`config.mk`:
```
export PLATFORM = sky130hd
export DESIGN_NAME = least_squares_line_fit
export DESIGN_NICKNAME = d
export VERILOG_FILES = /design/src/hdl/lslf_pkg.sv /design/src/hdl/lslf_mul.sv /design/src/hdl/lslf_div.sv /design/src/hdl/lslf_dp.sv /design/src/hdl/lslf_ctrl.sv /design/src/hdl/least_squares_line_fit.sv
export SDC_FILE = /design/constraint.sdc
export NUM_CORES = 2
export LEC_CHECK = 0
export BUFFER_PORTS_ARGS = -buffer_cell sky130_fd_sc_hd__buf_2
export CORE_MARGIN = 2
export CORE_UTILIZATION = 29
export DETAILED_ROUTE_END_ITERATION = 7
export HOLD_SLACK_MARGIN = 0.05
export PLACE_DENSITY = 0.47
export SLEW_MARGIN = 20
export SYNTH_ARGS = -nofsm -noshare
export SYNTH_HDL_FRONTEND = slang
export SYNTH_SLANG_ARGS = --single-unit
```
`constraint.sdc`:
```
create_clock -name clock -period 12.9 [get_ports clock]
set_clock_uncertainty 0.15 [all_clocks]
set_input_delay 1.935 -clock clock [delete_from_list [all_inputs] [get_ports clock]]
set_output_delay 1.935 -clock clock [all_outputs]
set_load 0.1 [all_outputs]
```
`src/hdl/lslf_pkg.sv`:
```
// ============================================================================
// lslf_pkg : shared types and constants for the least-squares line fit
// Sizes of the running sums, the multiply and divide units, the transaction
// structs, controller state and the command/status bundles.
// ============================================================================
`timescale 1ns / 1ps

package lslf_pkg;

   localparam int MAX_POINTS    = 4096;
   localparam int FRACTION_BITS = 16;

   // transaction field widths
   localparam int X_W   = 16;
   localparam int Y_W   = 16;
   localparam int OUT_W = 48;
   localparam int PTS_W = 13;

   // running sums
   localparam int CNT_W = $clog2(MAX_POINTS + 1);
   localparam int SX_W  = X_W + CNT_W;
   localparam int SY_W  = Y_W + CNT_W;
   localparam int SXX_W = 2 * X_W + CNT_W;
   localparam int SXY_W = X_W + Y_W + CNT_W;

   // multiplier: signed operands wide enough for any sum or the count
   localparam int OP_W   = ((SXX_W > SXY_W) ? SXX_W : SXY_W) + 1;
   localparam int PROD_W = 2 * OP_W;
   localparam int MCNT_W = $clog2(OP_W + 1);

   // divider: denominator n*Sxx - Sx*Sx, numerators up to Sy*Sxx - Sx*Sxy
   localparam int DEN_W  = CNT_W + SXX_W;
   localparam int NUM_W  = SY_W + SXX_W + 1;
   localparam int DVD_W  = NUM_W + FRACTION_BITS;
   localparam int DCNT_W = $clog2(DVD_W + 1);

   localparam logic [OUT_W-1:0] POS_LIMIT = {1'b0, {(OUT_W-1){1'b1}}};
   localparam logic [OUT_W-1:0] NEG_LIMIT = {1'b1, {(OUT_W-1){1'b0}}};

   typedef struct packed {
      logic        [X_W-1:0] x_value;
      logic signed [Y_W-1:0] y_value;
      logic                  is_last;
   } lslf_req_type;

   typedef struct packed {
      logic signed [OUT_W-1:0] fit_slope;
      logic signed [OUT_W-1:0] fit_intercept;
      logic        [PTS_W-1:0] points_used;
      logic                    degenerate;
      logic                    overflowed;
   } lslf_rsp_type;

   typedef enum logic [2:0] {
      ST_ACCUM,
      ST_MUL_GO,
      ST_MUL_WAIT,
      ST_CHECK,
      ST_DIV_GO,
      ST_DIV_WAIT,
      ST_EMIT
   } lslf_state_type;

   // product sequence; pairs are combined as first minus second
   typedef enum logic [2:0] {
      MUL_N_SXX,
      MUL_SX_SX,
      MUL_N_SXY,
      MUL_SX_SY,
      MUL_SY_SXX,
      MUL_SX_SXY
   } lslf_mul_type;

   typedef enum logic {
      DIV_SLOPE,
      DIV_INTERCEPT
   } lslf_div_type;

   typedef struct packed {
      logic         accum;
      logic         mul_start;
      lslf_mul_type mul_op;
      logic         div_start;
      lslf_div_type div_sel;
      logic         emit;
   } lslf_cmd_type;

   typedef struct packed {
      logic mul_done;
      logic div_done;
      logic den_bad;
      logic rsp_free;
   } lslf_status_type;

endpackage

```
`src/hdl/lslf_mul.sv`:
```
// ============================================================================
// lslf_mul : iterative signed multiplier
// Shift-and-add on magnitudes, one multiplier bit per cycle, sign applied
// at the end. done pulses for one cycle with product valid.
// ============================================================================
`timescale 1ns / 1ps

module lslf_mul (
   input  logic                                clock,
   input  logic                                reset,
   input  logic                                start,
   input  logic signed [lslf_pkg::OP_W-1:0]    op_a,
   input  logic signed [lslf_pkg::OP_W-1:0]    op_b,
   output logic                                done,
   output logic signed [lslf_pkg::PROD_W-1:0]  product
);
   import lslf_pkg::*;

   logic                     busy_ff, busy_in;
   logic                     done_ff, done_in;
   logic [MCNT_W-1:0]        cnt_ff, cnt_in;
   logic [PROD_W-1:0]        mcand_ff, mcand_in;
   logic [OP_W-1:0]          mplier_ff, mplier_in;
   logic [PROD_W-1:0]        acc_ff, acc_in;
   logic                     neg_ff, neg_in;
   logic signed [PROD_W-1:0] product_ff, product_in;
   logic [OP_W-1:0]          mag_a, mag_b;

   assign mag_a = op_a[OP_W-1] ? OP_W'(-op_a) : OP_W'(op_a);
   assign mag_b = op_b[OP_W-1] ? OP_W'(-op_b) : OP_W'(op_b);

   always_comb begin
      busy_in    = busy_ff;
      done_in    = 1'b0;
      cnt_in     = cnt_ff;
      mcand_in   = mcand_ff;
      mplier_in  = mplier_ff;
      acc_in     = acc_ff;
      neg_in     = neg_ff;
      product_in = product_ff;
      if (start) begin
         busy_in   = 1'b1;
         cnt_in    = '0;
         mcand_in  = PROD_W'(mag_a);
         mplier_in = mag_b;
         acc_in    = '0;
         neg_in    = op_a[OP_W-1] ^ op_b[OP_W-1];
      end else if (busy_ff) begin
         if (cnt_ff == MCNT_W'(OP_W)) begin
            busy_in    = 1'b0;
            done_in    = 1'b1;
            product_in = neg_ff ? -acc_ff : acc_ff;
         end else begin
            acc_in    = acc_ff + (mplier_ff[0] ? mcand_ff : '0);
            mcand_in  = mcand_ff << 1;
            mplier_in = mplier_ff >> 1;
            cnt_in    = cnt_ff + 1'b1;
         end
      end
   end

   always_ff @(posedge clock) begin
      if (reset) begin
         busy_ff <= 1'b0;
         done_ff <= 1'b0;
         cnt_ff  <= '0;
      end else begin
         busy_ff <= busy_in;
         done_ff <= done_in;
         cnt_ff  <= cnt_in;
      end
   end

   always_ff @(posedge clock) begin
      mcand_ff   <= mcand_in;
      mplier_ff  <= mplier_in;
      acc_ff     <= acc_in;
      neg_ff     <= neg_in;
      product_ff <= product_in;
   end

   assign done    = done_ff;
   assign product = product_ff;

endmodule

```
`src/hdl/lslf_div.sv`:
```
// ============================================================================
// lslf_div : iterative scaled divider
// Restoring division of |num| * 2^FRACTION_BITS by a positive denominator,
// one quotient bit per cycle; sign restored and 48-bit saturation at the end.
// ============================================================================
`timescale 1ns / 1ps

module lslf_div (
   input  logic                               clock,
   input  logic                               reset,
   input  logic                               start,
   input  logic signed [lslf_pkg::NUM_W-1:0]  num,
   input  logic        [lslf_pkg::DEN_W-1:0]  den,
   output logic                               done,
   output logic signed [lslf_pkg::OUT_W-1:0]  quotient
);
   import lslf_pkg::*;

   logic                    busy_ff, busy_in;
   logic                    done_ff, done_in;
   logic [DCNT_W-1:0]       cnt_ff, cnt_in;
   logic [DVD_W-1:0]        dvd_ff, dvd_in;
   logic [DVD_W-1:0]        quo_ff, quo_in;
   logic [DEN_W-1:0]        rem_ff, rem_in;
   logic [DEN_W-1:0]        dsr_ff, dsr_in;
   logic                    neg_ff, neg_in;
   logic signed [OUT_W-1:0] result_ff, result_in;
   logic [NUM_W-1:0]        mag;
   logic [DEN_W:0]          rem_sh;
   logic                    fits;

   assign mag    = num[NUM_W-1] ? NUM_W'(-num) : NUM_W'(num);
   assign rem_sh = {rem_ff, dvd_ff[DVD_W-1]};
   assign fits   = rem_sh >= {1'b0, dsr_ff};

   always_comb begin
      busy_in   = busy_ff;
      done_in   = 1'b0;
      cnt_in    = cnt_ff;
      dvd_in    = dvd_ff;
      quo_in    = quo_ff;
      rem_in    = rem_ff;
      dsr_in    = dsr_ff;
      neg_in    = neg_ff;
      result_in = result_ff;
      if (start) begin
         busy_in = 1'b1;
         cnt_in  = '0;
         dvd_in  = DVD_W'(mag) << FRACTION_BITS;
         quo_in  = '0;
         rem_in  = '0;
         dsr_in  = den;
         neg_in  = num[NUM_W-1];
      end else if (busy_ff) begin
         if (cnt_ff == DCNT_W'(DVD_W)) begin
            busy_in = 1'b0;
            done_in = 1'b1;
            if (neg_ff) begin
               result_in = (quo_ff > DVD_W'(NEG_LIMIT)) ? NEG_LIMIT : -quo_ff[OUT_W-1:0];
            end else begin
               result_in = (quo_ff > DVD_W'(POS_LIMIT)) ? POS_LIMIT : quo_ff[OUT_W-1:0];
            end
         end else begin
            // remainder stays below the divisor, so DEN_W bits hold it
            rem_in = fits ? DEN_W'(rem_sh - {1'b0, dsr_ff}) : rem_sh[DEN_W-1:0];
            quo_in = {quo_ff[DVD_W-2:0], fits};
            dvd_in = dvd_ff << 1;
            cnt_in = cnt_ff + 1'b1;
         end
      end
   end

   always_ff @(posedge clock) begin
      if (reset) begin
         busy_ff <= 1'b0;
         done_ff <= 1'b0;
         cnt_ff  <= '0;
      end else begin
         busy_ff <= busy_in;
         done_ff <= done_in;
         cnt_ff  <= cnt_in;
      end
   end

   always_ff @(posedge clock) begin
      dvd_ff    <= dvd_in;
      quo_ff    <= quo_in;
      rem_ff    <= rem_in;
      dsr_ff    <= dsr_in;
      neg_ff    <= neg_in;
      result_ff <= result_in;
   end

   assign done     = done_ff;
   assign quotient = result_ff;

endmodule

```
`src/hdl/lslf_dp.sv`:
```
// ============================================================================
// lslf_dp : line fit datapath
// Point accumulators, shared multiplier and divider, denominator and
// numerator registers, and the result register of the rsp channel.
// ============================================================================
`timescale 1ns / 1ps

module lslf_dp (
   input  logic                      clock,
   input  logic                      reset,
   input  lslf_pkg::lslf_cmd_type    cmd,
   output lslf_pkg::lslf_status_type status,
   input  lslf_pkg::lslf_req_type    req_data,
   input  logic                      rsp_stall,
   output logic                      rsp_valid,
   output lslf_pkg::lslf_rsp_type    rsp_data
);
   import lslf_pkg::*;

   // running sums
   logic [CNT_W-1:0]        count_ff, count_in;
   logic [SX_W-1:0]         sx_ff, sx_in;
   logic signed [SY_W-1:0]  sy_ff, sy_in;
   logic [SXX_W-1:0]        sxx_ff, sxx_in;
   logic signed [SXY_W-1:0] sxy_ff, sxy_in;
   logic                    dropped_ff, dropped_in;

   // fit registers
   logic signed [PROD_W-1:0] first_ff, first_in;
   logic [DEN_W-1:0]         den_ff, den_in;
   logic                     den_bad_ff, den_bad_in;
   logic signed [NUM_W-1:0]  ns_ff, ns_in;
   logic signed [NUM_W-1:0]  ni_ff, ni_in;
   logic signed [OUT_W-1:0]  slope_ff, slope_in;
   logic signed [OUT_W-1:0]  icpt_ff, icpt_in;

   logic                     rsp_valid_ff, rsp_valid_in;
   lslf_rsp_type             rsp_data_ff, rsp_data_in;

   logic [2*X_W-1:0]         x_sq;
   logic signed [X_W+Y_W:0]  xy;
   logic signed [OP_W-1:0]   mul_a, mul_b;
   logic                     mul_done;
   logic signed [PROD_W-1:0] mul_product;
   logic signed [PROD_W-1:0] diff;
   logic signed [NUM_W-1:0]  div_num;
   logic                     div_done;
   logic signed [OUT_W-1:0]  div_quotient;

   assign x_sq = req_data.x_value * req_data.x_value;
   assign xy   = $signed({1'b0, req_data.x_value}) * req_data.y_value;
   assign diff = first_ff - mul_product;

   always_comb begin
      case (cmd.mul_op)
         MUL_N_SXX: begin
            mul_a = OP_W'(count_ff);
            mul_b = OP_W'(sxx_ff);
         end
         MUL_SX_SX: begin
            mul_a = OP_W'(sx_ff);
            mul_b = OP_W'(sx_ff);
         end
         MUL_N_SXY: begin
            mul_a = OP_W'(count_ff);
            mul_b = OP_W'(sxy_ff);
         end
         MUL_SX_SY: begin
            mul_a = OP_W'(sx_ff);
            mul_b = OP_W'(sy_ff);
         end
         MUL_SY_SXX: begin
            mul_a = OP_W'(sy_ff);
            mul_b = OP_W'(sxx_ff);
         end
         MUL_SX_SXY: begin
            mul_a = OP_W'(sx_ff);
            mul_b = OP_W'(sxy_ff);
         end
         default: begin
            mul_a = '0;
            mul_b = '0;
         end
      endcase
   end

   assign div_num = (cmd.div_sel == DIV_SLOPE) ? ns_ff : ni_ff;

   lslf_mul u_mul (
      .clock   (clock),
      .reset   (reset),
      .start   (cmd.mul_start),
      .op_a    (mul_a),
      .op_b    (mul_b),
      .done    (mul_done),
      .product (mul_product)
   );

   lslf_div u_div (
      .clock    (clock),
      .reset    (reset),
      .start    (cmd.div_start),
      .num      (div_num),
      .den      (den_ff),
      .done     (div_done),
      .quotient (div_quotient)
   );

   always_comb begin
      count_in     = count_ff;
      sx_in        = sx_ff;
      sy_in        = sy_ff;
      sxx_in       = sxx_ff;
      sxy_in       = sxy_ff;
      dropped_in   = dropped_ff;
      first_in     = first_ff;
      den_in       = den_ff;
      den_bad_in   = den_bad_ff;
      ns_in        = ns_ff;
      ni_in        = ni_ff;
      slope_in     = slope_ff;
      icpt_in      = icpt_ff;
      rsp_valid_in = rsp_valid_ff;
      rsp_data_in  = rsp_data_ff;

      if (cmd.accum) begin
         if (count_ff < CNT_W'(MAX_POINTS)) begin
            count_in = count_ff + 1'b1;
            sx_in    = sx_ff + SX_W'(req_data.x_value);
            sy_in    = sy_ff + SY_W'(req_data.y_value);
            sxx_in   = sxx_ff + SXX_W'(x_sq);
            sxy_in   = sxy_ff + SXY_W'(xy);
         end else begin
            dropped_in = 1'b1;
         end
      end

      if (mul_done) begin
         case (cmd.mul_op)
            MUL_SX_SX: begin
               den_in     = diff[DEN_W-1:0];
               den_bad_in = diff[PROD_W-1] || (diff == '0);
            end
            MUL_SX_SY:  ns_in = diff[NUM_W-1:0];
            MUL_SX_SXY: ni_in = diff[NUM_W-1:0];
            default:    first_in = mul_product;
         endcase
      end

      if (div_done) begin
         if (cmd.div_sel == DIV_SLOPE) begin
            slope_in = div_quotient;
         end else begin
            icpt_in = div_quotient;
         end
      end

      if (rsp_valid_ff && !rsp_stall) begin
         rsp_valid_in = 1'b0;
      end
      if (cmd.emit) begin
         rsp_valid_in              = 1'b1;
         rsp_data_in.fit_slope     = den_bad_ff ? '0 : slope_ff;
         rsp_data_in.fit_intercept = den_bad_ff ? '0 : icpt_ff;
         rsp_data_in.points_used   = PTS_W'(count_ff);
         rsp_data_in.degenerate    = den_bad_ff;
         rsp_data_in.overflowed    = dropped_ff;
         count_in   = '0;
         sx_in      = '0;
         sy_in      = '0;
         sxx_in     = '0;
         sxy_in     = '0;
         dropped_in = 1'b0;
      end
   end

   always_ff @(posedge clock) begin
      if (reset) begin
         count_ff     <= '0;
         sx_ff        <= '0;
         sy_ff        <= '0;
         sxx_ff       <= '0;
         sxy_ff       <= '0;
         dropped_ff   <= 1'b0;
         rsp_valid_ff <= 1'b0;
      end else begin
         count_ff     <= count_in;
         sx_ff        <= sx_in;
         sy_ff        <= sy_in;
         sxx_ff       <= sxx_in;
         sxy_ff       <= sxy_in;
         dropped_ff   <= dropped_in;
         rsp_valid_ff <= rsp_valid_in;
      end
   end

   always_ff @(posedge clock) begin
      first_ff    <= first_in;
      den_ff      <= den_in;
      den_bad_ff  <= den_bad_in;
      ns_ff       <= ns_in;
      ni_ff       <= ni_in;
      slope_ff    <= slope_in;
      icpt_ff     <= icpt_in;
      rsp_data_ff <= rsp_data_in;
   end

   assign status.mul_done = mul_done;
   assign status.div_done = div_done;
   assign status.den_bad  = den_bad_ff;
   assign status.rsp_free = !rsp_valid_ff || !rsp_stall;

   assign rsp_valid = rsp_valid_ff;
   assign rsp_data  = rsp_data_ff;

   a_count_cap: assert property (@(posedge clock) disable iff (reset)
      count_ff <= CNT_W'(MAX_POINTS))
      else $error("point count above capacity");

   a_emit_clears: assert property (@(posedge clock) disable iff (reset)
      cmd.emit |=> (count_ff == '0) && !dropped_ff && (sx_ff == '0) && (sxx_ff == '0))
      else $error("sums not cleared after fit");

   a_rsp_source: assert property (@(posedge clock) disable iff (reset)
      $rose(rsp_valid_ff) |-> $past(cmd.emit))
      else $error("result raised without emit");

   a_degen_zero: assert property (@(posedge clock) disable iff (reset)
      rsp_valid_ff && rsp_data_ff.degenerate |->
         (rsp_data_ff.fit_slope == '0) && (rsp_data_ff.fit_intercept == '0))
      else $error("degenerate fit with nonzero line");

endmodule

```
`src/hdl/lslf_ctrl.sv`:
```
// ============================================================================
// lslf_ctrl : line fit sequencer
// Takes points until one is marked last, then walks the six products,
// the degenerate check, the two divisions unless degenerate, and the result write.
// ============================================================================
`timescale 1ns / 1ps

module lslf_ctrl (
   input  logic                      clock,
   input  logic                      reset,
   input  logic                      req_valid,
   input  logic                      req_last,
   input  lslf_pkg::lslf_status_type status,
   output lslf_pkg::lslf_cmd_type    cmd,
   output logic                      req_ready
);
   import lslf_pkg::*;

   lslf_state_type state_ff, state_in;
   lslf_mul_type   mul_op_ff, mul_op_in;
   lslf_div_type   div_sel_ff, div_sel_in;
   lslf_mul_type   mul_op_next;

   always_comb begin
      case (mul_op_ff)
         MUL_N_SXX:  mul_op_next = MUL_SX_SX;
         MUL_SX_SX:  mul_op_next = MUL_N_SXY;
         MUL_N_SXY:  mul_op_next = MUL_SX_SY;
         MUL_SX_SY:  mul_op_next = MUL_SY_SXX;
         MUL_SY_SXX: mul_op_next = MUL_SX_SXY;
         default:    mul_op_next = MUL_N_SXX;
      endcase
   end

   // next state
   always_comb begin
      state_in   = state_ff;
      mul_op_in  = mul_op_ff;
      div_sel_in = div_sel_ff;
      case (state_ff)
         ST_ACCUM: begin
            if (req_valid && req_last) begin
               state_in = ST_MUL_GO;
            end
         end
         ST_MUL_GO: state_in = ST_MUL_WAIT;
         ST_MUL_WAIT: begin
            if (status.mul_done) begin
               if (mul_op_ff == MUL_SX_SXY) begin
                  state_in = ST_CHECK;
               end else begin
                  mul_op_in = mul_op_next;
                  state_in  = ST_MUL_GO;
               end
            end
         end
         ST_CHECK: state_in = status.den_bad ? ST_EMIT : ST_DIV_GO;
         ST_DIV_GO: state_in = ST_DIV_WAIT;
         ST_DIV_WAIT: begin
            if (status.div_done) begin
               if (div_sel_ff == DIV_INTERCEPT) begin
                  state_in = ST_EMIT;
               end else begin
                  div_sel_in = DIV_INTERCEPT;
                  state_in   = ST_DIV_GO;
               end
            end
         end
         ST_EMIT: begin
            if (status.rsp_free) begin
               state_in   = ST_ACCUM;
               mul_op_in  = MUL_N_SXX;
               div_sel_in = DIV_SLOPE;
            end
         end
         default: state_in = ST_ACCUM;
      endcase
   end

   // outputs
   always_comb begin
      req_ready     = (state_ff == ST_ACCUM);
      cmd.accum     = (state_ff == ST_ACCUM) && req_valid;
      cmd.mul_start = (state_ff == ST_MUL_GO);
      cmd.mul_op    = mul_op_ff;
      cmd.div_start = (state_ff == ST_DIV_GO);
      cmd.div_sel   = div_sel_ff;
      cmd.emit      = (state_ff == ST_EMIT) && status.rsp_free;
   end

   always_ff @(posedge clock) begin
      if (reset) begin
         state_ff   <= ST_ACCUM;
         mul_op_ff  <= MUL_N_SXX;
         div_sel_ff <= DIV_SLOPE;
      end else begin
         state_ff   <= state_in;
         mul_op_ff  <= mul_op_in;
         div_sel_ff <= div_sel_in;
      end
   end

endmodule

```
`src/hdl/least_squares_line_fit.sv`:
```
// ============================================================================
// least_squares_line_fit : streaming straight-line least-squares fit
// Points (x unsigned, y signed Q16.0) enter on the req channel, one per cycle
// while the block is collecting. Each point adds into the count and the sums
// of x, y, x*x and x*y; once MAX_POINTS are held, further points are dropped
// and the overflowed flag is set for that set. The point marked is_last closes
// the set (it is accumulated first, capacity permitting) and starts the fit:
// six products on one 46x46 shift-add multiplier, a degenerate check, then,
// unless the set is degenerate, slope and intercept from one restoring
// divider, one quotient bit per cycle over the 91-bit scaled numerator.
// req_stall stays high from the last point until the result is written, and
// the sums are cleared as the result is written. Slope and intercept carry
// FRACTION_BITS fraction bits, truncate toward zero and saturate to 48 bits.
// ============================================================================
`timescale 1ns / 1ps

module least_squares_line_fit (
   input  logic                   clock,
   input  logic                   reset,
   // point transactions
   input  logic                   req_valid,
   output logic                   req_stall,
   input  lslf_pkg::lslf_req_type req_data,
   // fit result transactions
   output logic                   rsp_valid,
   input  logic                   rsp_stall,
   output lslf_pkg::lslf_rsp_type rsp_data
);
   import lslf_pkg::*;

   lslf_cmd_type    cmd;
   lslf_status_type status;
   logic            req_ready;

   // Points are taken only while collecting. The result sits in its own
   // register, so a new set can start collecting while the previous fit
   // waits for the downstream side; only the next fit's write waits on it.
   assign req_stall = !req_ready;

   // Sequencer: collection, product walk, divisions, result write.
   lslf_ctrl u_ctrl (
      .clock     (clock),
      .reset     (reset),
      .req_valid (req_valid),
      .req_last  (req_data.is_last),
      .status    (status),
      .cmd       (cmd),
      .req_ready (req_ready)
   );

   // Sums, multiplier, divider and the result register.
   lslf_dp u_dp (
      .clock     (clock),
      .reset     (reset),
      .cmd       (cmd),
      .status    (status),
      .req_data  (req_data),
      .rsp_stall (rsp_stall),
      .rsp_valid (rsp_valid),
      .rsp_data  (rsp_data)
   );

endmodule

```
==> flow_metrics.py <==
metrics = {
    "run_status": {
        "status": "finished, final reports clean",
    },
    "layout": {
        "multi_input_area_mm2": 0.0507,
        "regArea_mm2": 0.0358,
        "syn_to_final_growth_pct": 11.3,
        "nFillCells": 32600,
        "drive_gt1_frac": 0.0624,
        "fin_nets": 10700,
        "final_util": 0.324,
        "stdcell_count": 14000,
    },
    "power": {
        "power_per_cell_area_mw_per_mm2": 198,
        "p_leak_nw": 41.7,
        "max-vdd-ir-drop_mv": 0.314,
    },
    "timing": {
        "tns_ns": 0,
        "clock.fmax_mhz": 107,
        "hold-worst-slack_ns": 0.250,
        "final-hold-violation-count": 0,
        "min_period_ns": 9.33,
        "rsz0062_at_grt": "no",
        "setup_viol": 0,
        "maxSlewViolCount": 0,
        "relSlewSlack": 0.185,
        "worst_slew_pin_slew_ns": 1.21,
        "post-route-period-util": 0.723,
    },
    "placed_design": {
        "hpwl_um": 198000,
        "portBuffers": 149,
        "gp_congestion": 0.875,
        "placed_cells": 13700,
    },
    "die": {
        "die_x_um": 567,
        "initial_core_util": 0.291,
        "dieArea_mm2": 0.321,
        "io_pins": 150,
        "core_mm2": 0.315,
        "fp.dieH_um": 567,
        "rows": 206,
    },
    "logic_synthesis": {
        "synth_top_area_share": 0.286,
        "syn-num-nets": 10800,
        "synth_edf_count": 875,
        "yosysSeqAreaShare": 0.390,
        "synth_area_leaders": "edfxtp_1 (29%), dfxtp_1 (10%), fa_1 (9.3%)",
        "synth_top_area_cell": "edfxtp_1",
        "ys_ff_latch": 1349,
        "avgSynthCellArea_um2": 9.37,
        "yosys_warnings": 0,
        "syn_area_mm2": 0.0918,
        "ys_async_sr_fraction": 0,
        "synth_flop_cell": "edfxtp_1",
        "synthCells": 9793,
        "ys_types": 88,
    },
    "route": {
        "ant_nets": 0,
        "firstDrtPassIters": 8,
        "wl_um": 265000,
        "via_count": 69800,
        "remaining_drc_errors": 0,
        "drt_iter0_markers": 4873,
        "avgViaCountPerCell": 4.99,
        "wl_per_cell_um": 18.9,
    },
    "clock_tree": {
        "cts_resized": 0,
        "root_buffer": "clkbuf_16",
        "worstSkewPairLatency_ns": 0.85,
        "tritoncts": "built",
        "clk_transition_reported_paths_ns": 0.06,
        "htree_num_levels": 4,
        "cts_setup_buffers": 0,
        "clk_path_buf_depth": 4,
        "cts_buffers": 166,
        "cts_hold_buf": 0,
        "cts.sinks": 1349,
    },
    "min_path": {
        "hold_path_class": "reg -> reg",
        "worstHoldEndpoint": "u_dp.first_ff[5]",
        "hold_depth": 0,
        "min_from": "u_dp.u_mul.product[5]",
    },
    "global_route": {
        "grt_antenna_before_repair": 10,
        "first_global_vias": 69800,
        "track_usage": 0.161,
        "grt_max_degree": 120,
        "grt_pass1_wl_um": 414000,
        "gr-total-overflow": 0,
    },
    "run": {
        "cap_violations": 0,
    },
    "critical_path": {
        "cp.required_ns": 13.43,
        "critPathLaunchType": "input pin",
        "rr_startpoint": "u_dp.sxy_ff[3]",
        "worst_ep_arrival_time_ns": 9.86,
        "worstRegToRegCells": 25,
        "r2r_setup_slack_ns": 5.76,
        "cp-end-kind": "flop",
        "critical_path_class": "in -> reg",
        "cp_max_fo": 30,
        "rr_endpoint": "u_dp.sxy_ff[39]",
    },
}
## cell usage after synthesis (all sizes together) (22+ instances only)
master  count
nand2    1315
inv       970
edfxtp    875
a21oi     750
ha        555
o21ai     535
dfxtp     474
nor2      461
clkbuf    439
fa        426
xnor2     342
and2      311
xor2      225
a21o      215
nor3      151
nor2b     145
mux2i     124
nand3     120
nand4     120
a22o      105
or3        87
a31oi      76
and3       63
nor4       60
o31ai      60
nand2b     55
a211oi     52
o21bai     51
o311ai     48
o211ai     45
buf        44
o21a       40
or4        38
a22oi      37
or2        35
a221oi     34
a311oi     29
a21boi     23
a31o       22
## worst max-delay path, stage by stage
cell      delay [ns]
buf_2           0.60
inv_1           0.40
nor2_1          0.23
inv_1           0.08
fa_1            0.56
fa_1            0.43
fa_1            0.48
fa_1            0.49
inv_1           0.05
fa_1            0.55
inv_1           0.06
fa_1            0.53
inv_1           0.04
ha_1            0.22
a21o_1          0.18
a21o_1          0.18
a21oi_1         0.14
o21ai_0         0.12
a21o_1          0.27
a211oi_1        0.63
a211o_1         0.29
nand4_1         0.19
a41oi_1         0.72
and3b_1         0.27
xnor2_1         0.13
nor2_1          0.05
## where the power goes
part           switching, mW  internal (mW)  total [mW]  leakage (nW)
Sequential             0.458           5.00        5.46          11.8
Clock                   1.95           2.74        4.69          2.61
Combinational           5.97           4.11        10.1          27.2
## cell families (layout without fill, tap and decap cells)
family / after synthesis / after routing / synth area share
adders and majority gates: 981 / 981 / 0.169
buffers and inverters: 1456 / 1507 / 0.0598
other: 1 / 4 / 0.0000409
DFF: 1349 / 1349 / 0.390
muxes: 132 / 132 / 0.0145
xor gates and xnor gates: 567 / 567 / 0.0541
AOI/OAI and AO/OA: 2278 / 2278 / 0.156
and+or+nand+nor: 3029 / 3029 / 0.157
## per-layer routing
metal / track usage / vias up / part of all wire
met5: 0 / - / 0
met4: 0.0506 / 0 / 0.032
met3: 0.0163 / 342 / 0.037
met2: 0.273 / 1354 / 0.47
met1: 0.216 / 34200 / 0.46
li1: - / 33900 / -
## registers in the layout, indices dropped and copies added (netlist names), 75 cells and up
signal and count:
u_dp.first_ff 92, u_dp.ni_ff 75, u_dp.ns_ff 75, u_dp.rsp_data 111, u_dp.u_div.dvd_ff 75, u_dp.u_div.quo_ff 91
u_dp.u_mul.acc_ff 92, u_dp.u_mul.mcand_ff 92, u_dp.u_mul.product 92
## cell type report
class                      count  area share
inverter                     973      0.0358
antenna                        3   0.0000735
clock buffer                 212      0.0441
clock inverter                90     0.00874
multi-input combinational   6988       0.496
tap                         4160      0.0510
sequential                  1349       0.350
timing repair buffer         232      0.0137
## worst max path at each step
stage | from | end | slack (ns) | cells past startpoint
2_1_floorplan | rsp_stall | u_ctrl.div_sel_ff | 3.75 | 6
3_3_place_gp | req_data[27] | u_dp.sxx_ff[37] | 2.74 | 26
3_5_place_dp | req_data[27] | u_dp.sxx_ff[37] | 2.69 | 26
4_1_cts | req_data[27] | u_dp.sxx_ff[37] | 3.58 | 26
5_1_grt | req_data[23] | u_dp.sxy_ff[42] | 3.16 | 26
6_report | req_data[27] | u_dp.sxx_ff[37] | 3.57 | 26
## cells in the final DEF, fill, tap and decap left out, drive strengths merged, types with 124 or more instances in the layout
cell type,count
xor2,225
ha,555
edfxtp,875
nor2b,145
and2,311
a21o,215
o21ai,535
inv,978
fa,426
xnor2,342
nand2,1315
nor2,461
mux2i,124
dfxtp,474
clkbuf,212
a21oi,750
nor3,151
buf,232
## per-stage QoR
stage	power, mW	worst slack, ns	instance area [µm²]
6_report	20.2	3.57	102000
5_1_grt	22.0	3.16	102000
4_1_cts	20.4	3.58	102000
3_5_place_dp	15.6	2.69	96700
3_3_place_gp	15.5	2.74	96700
2_1_floorplan	13.1	3.75	91800
Note: power is estimated with default switching activity, not from simulation.
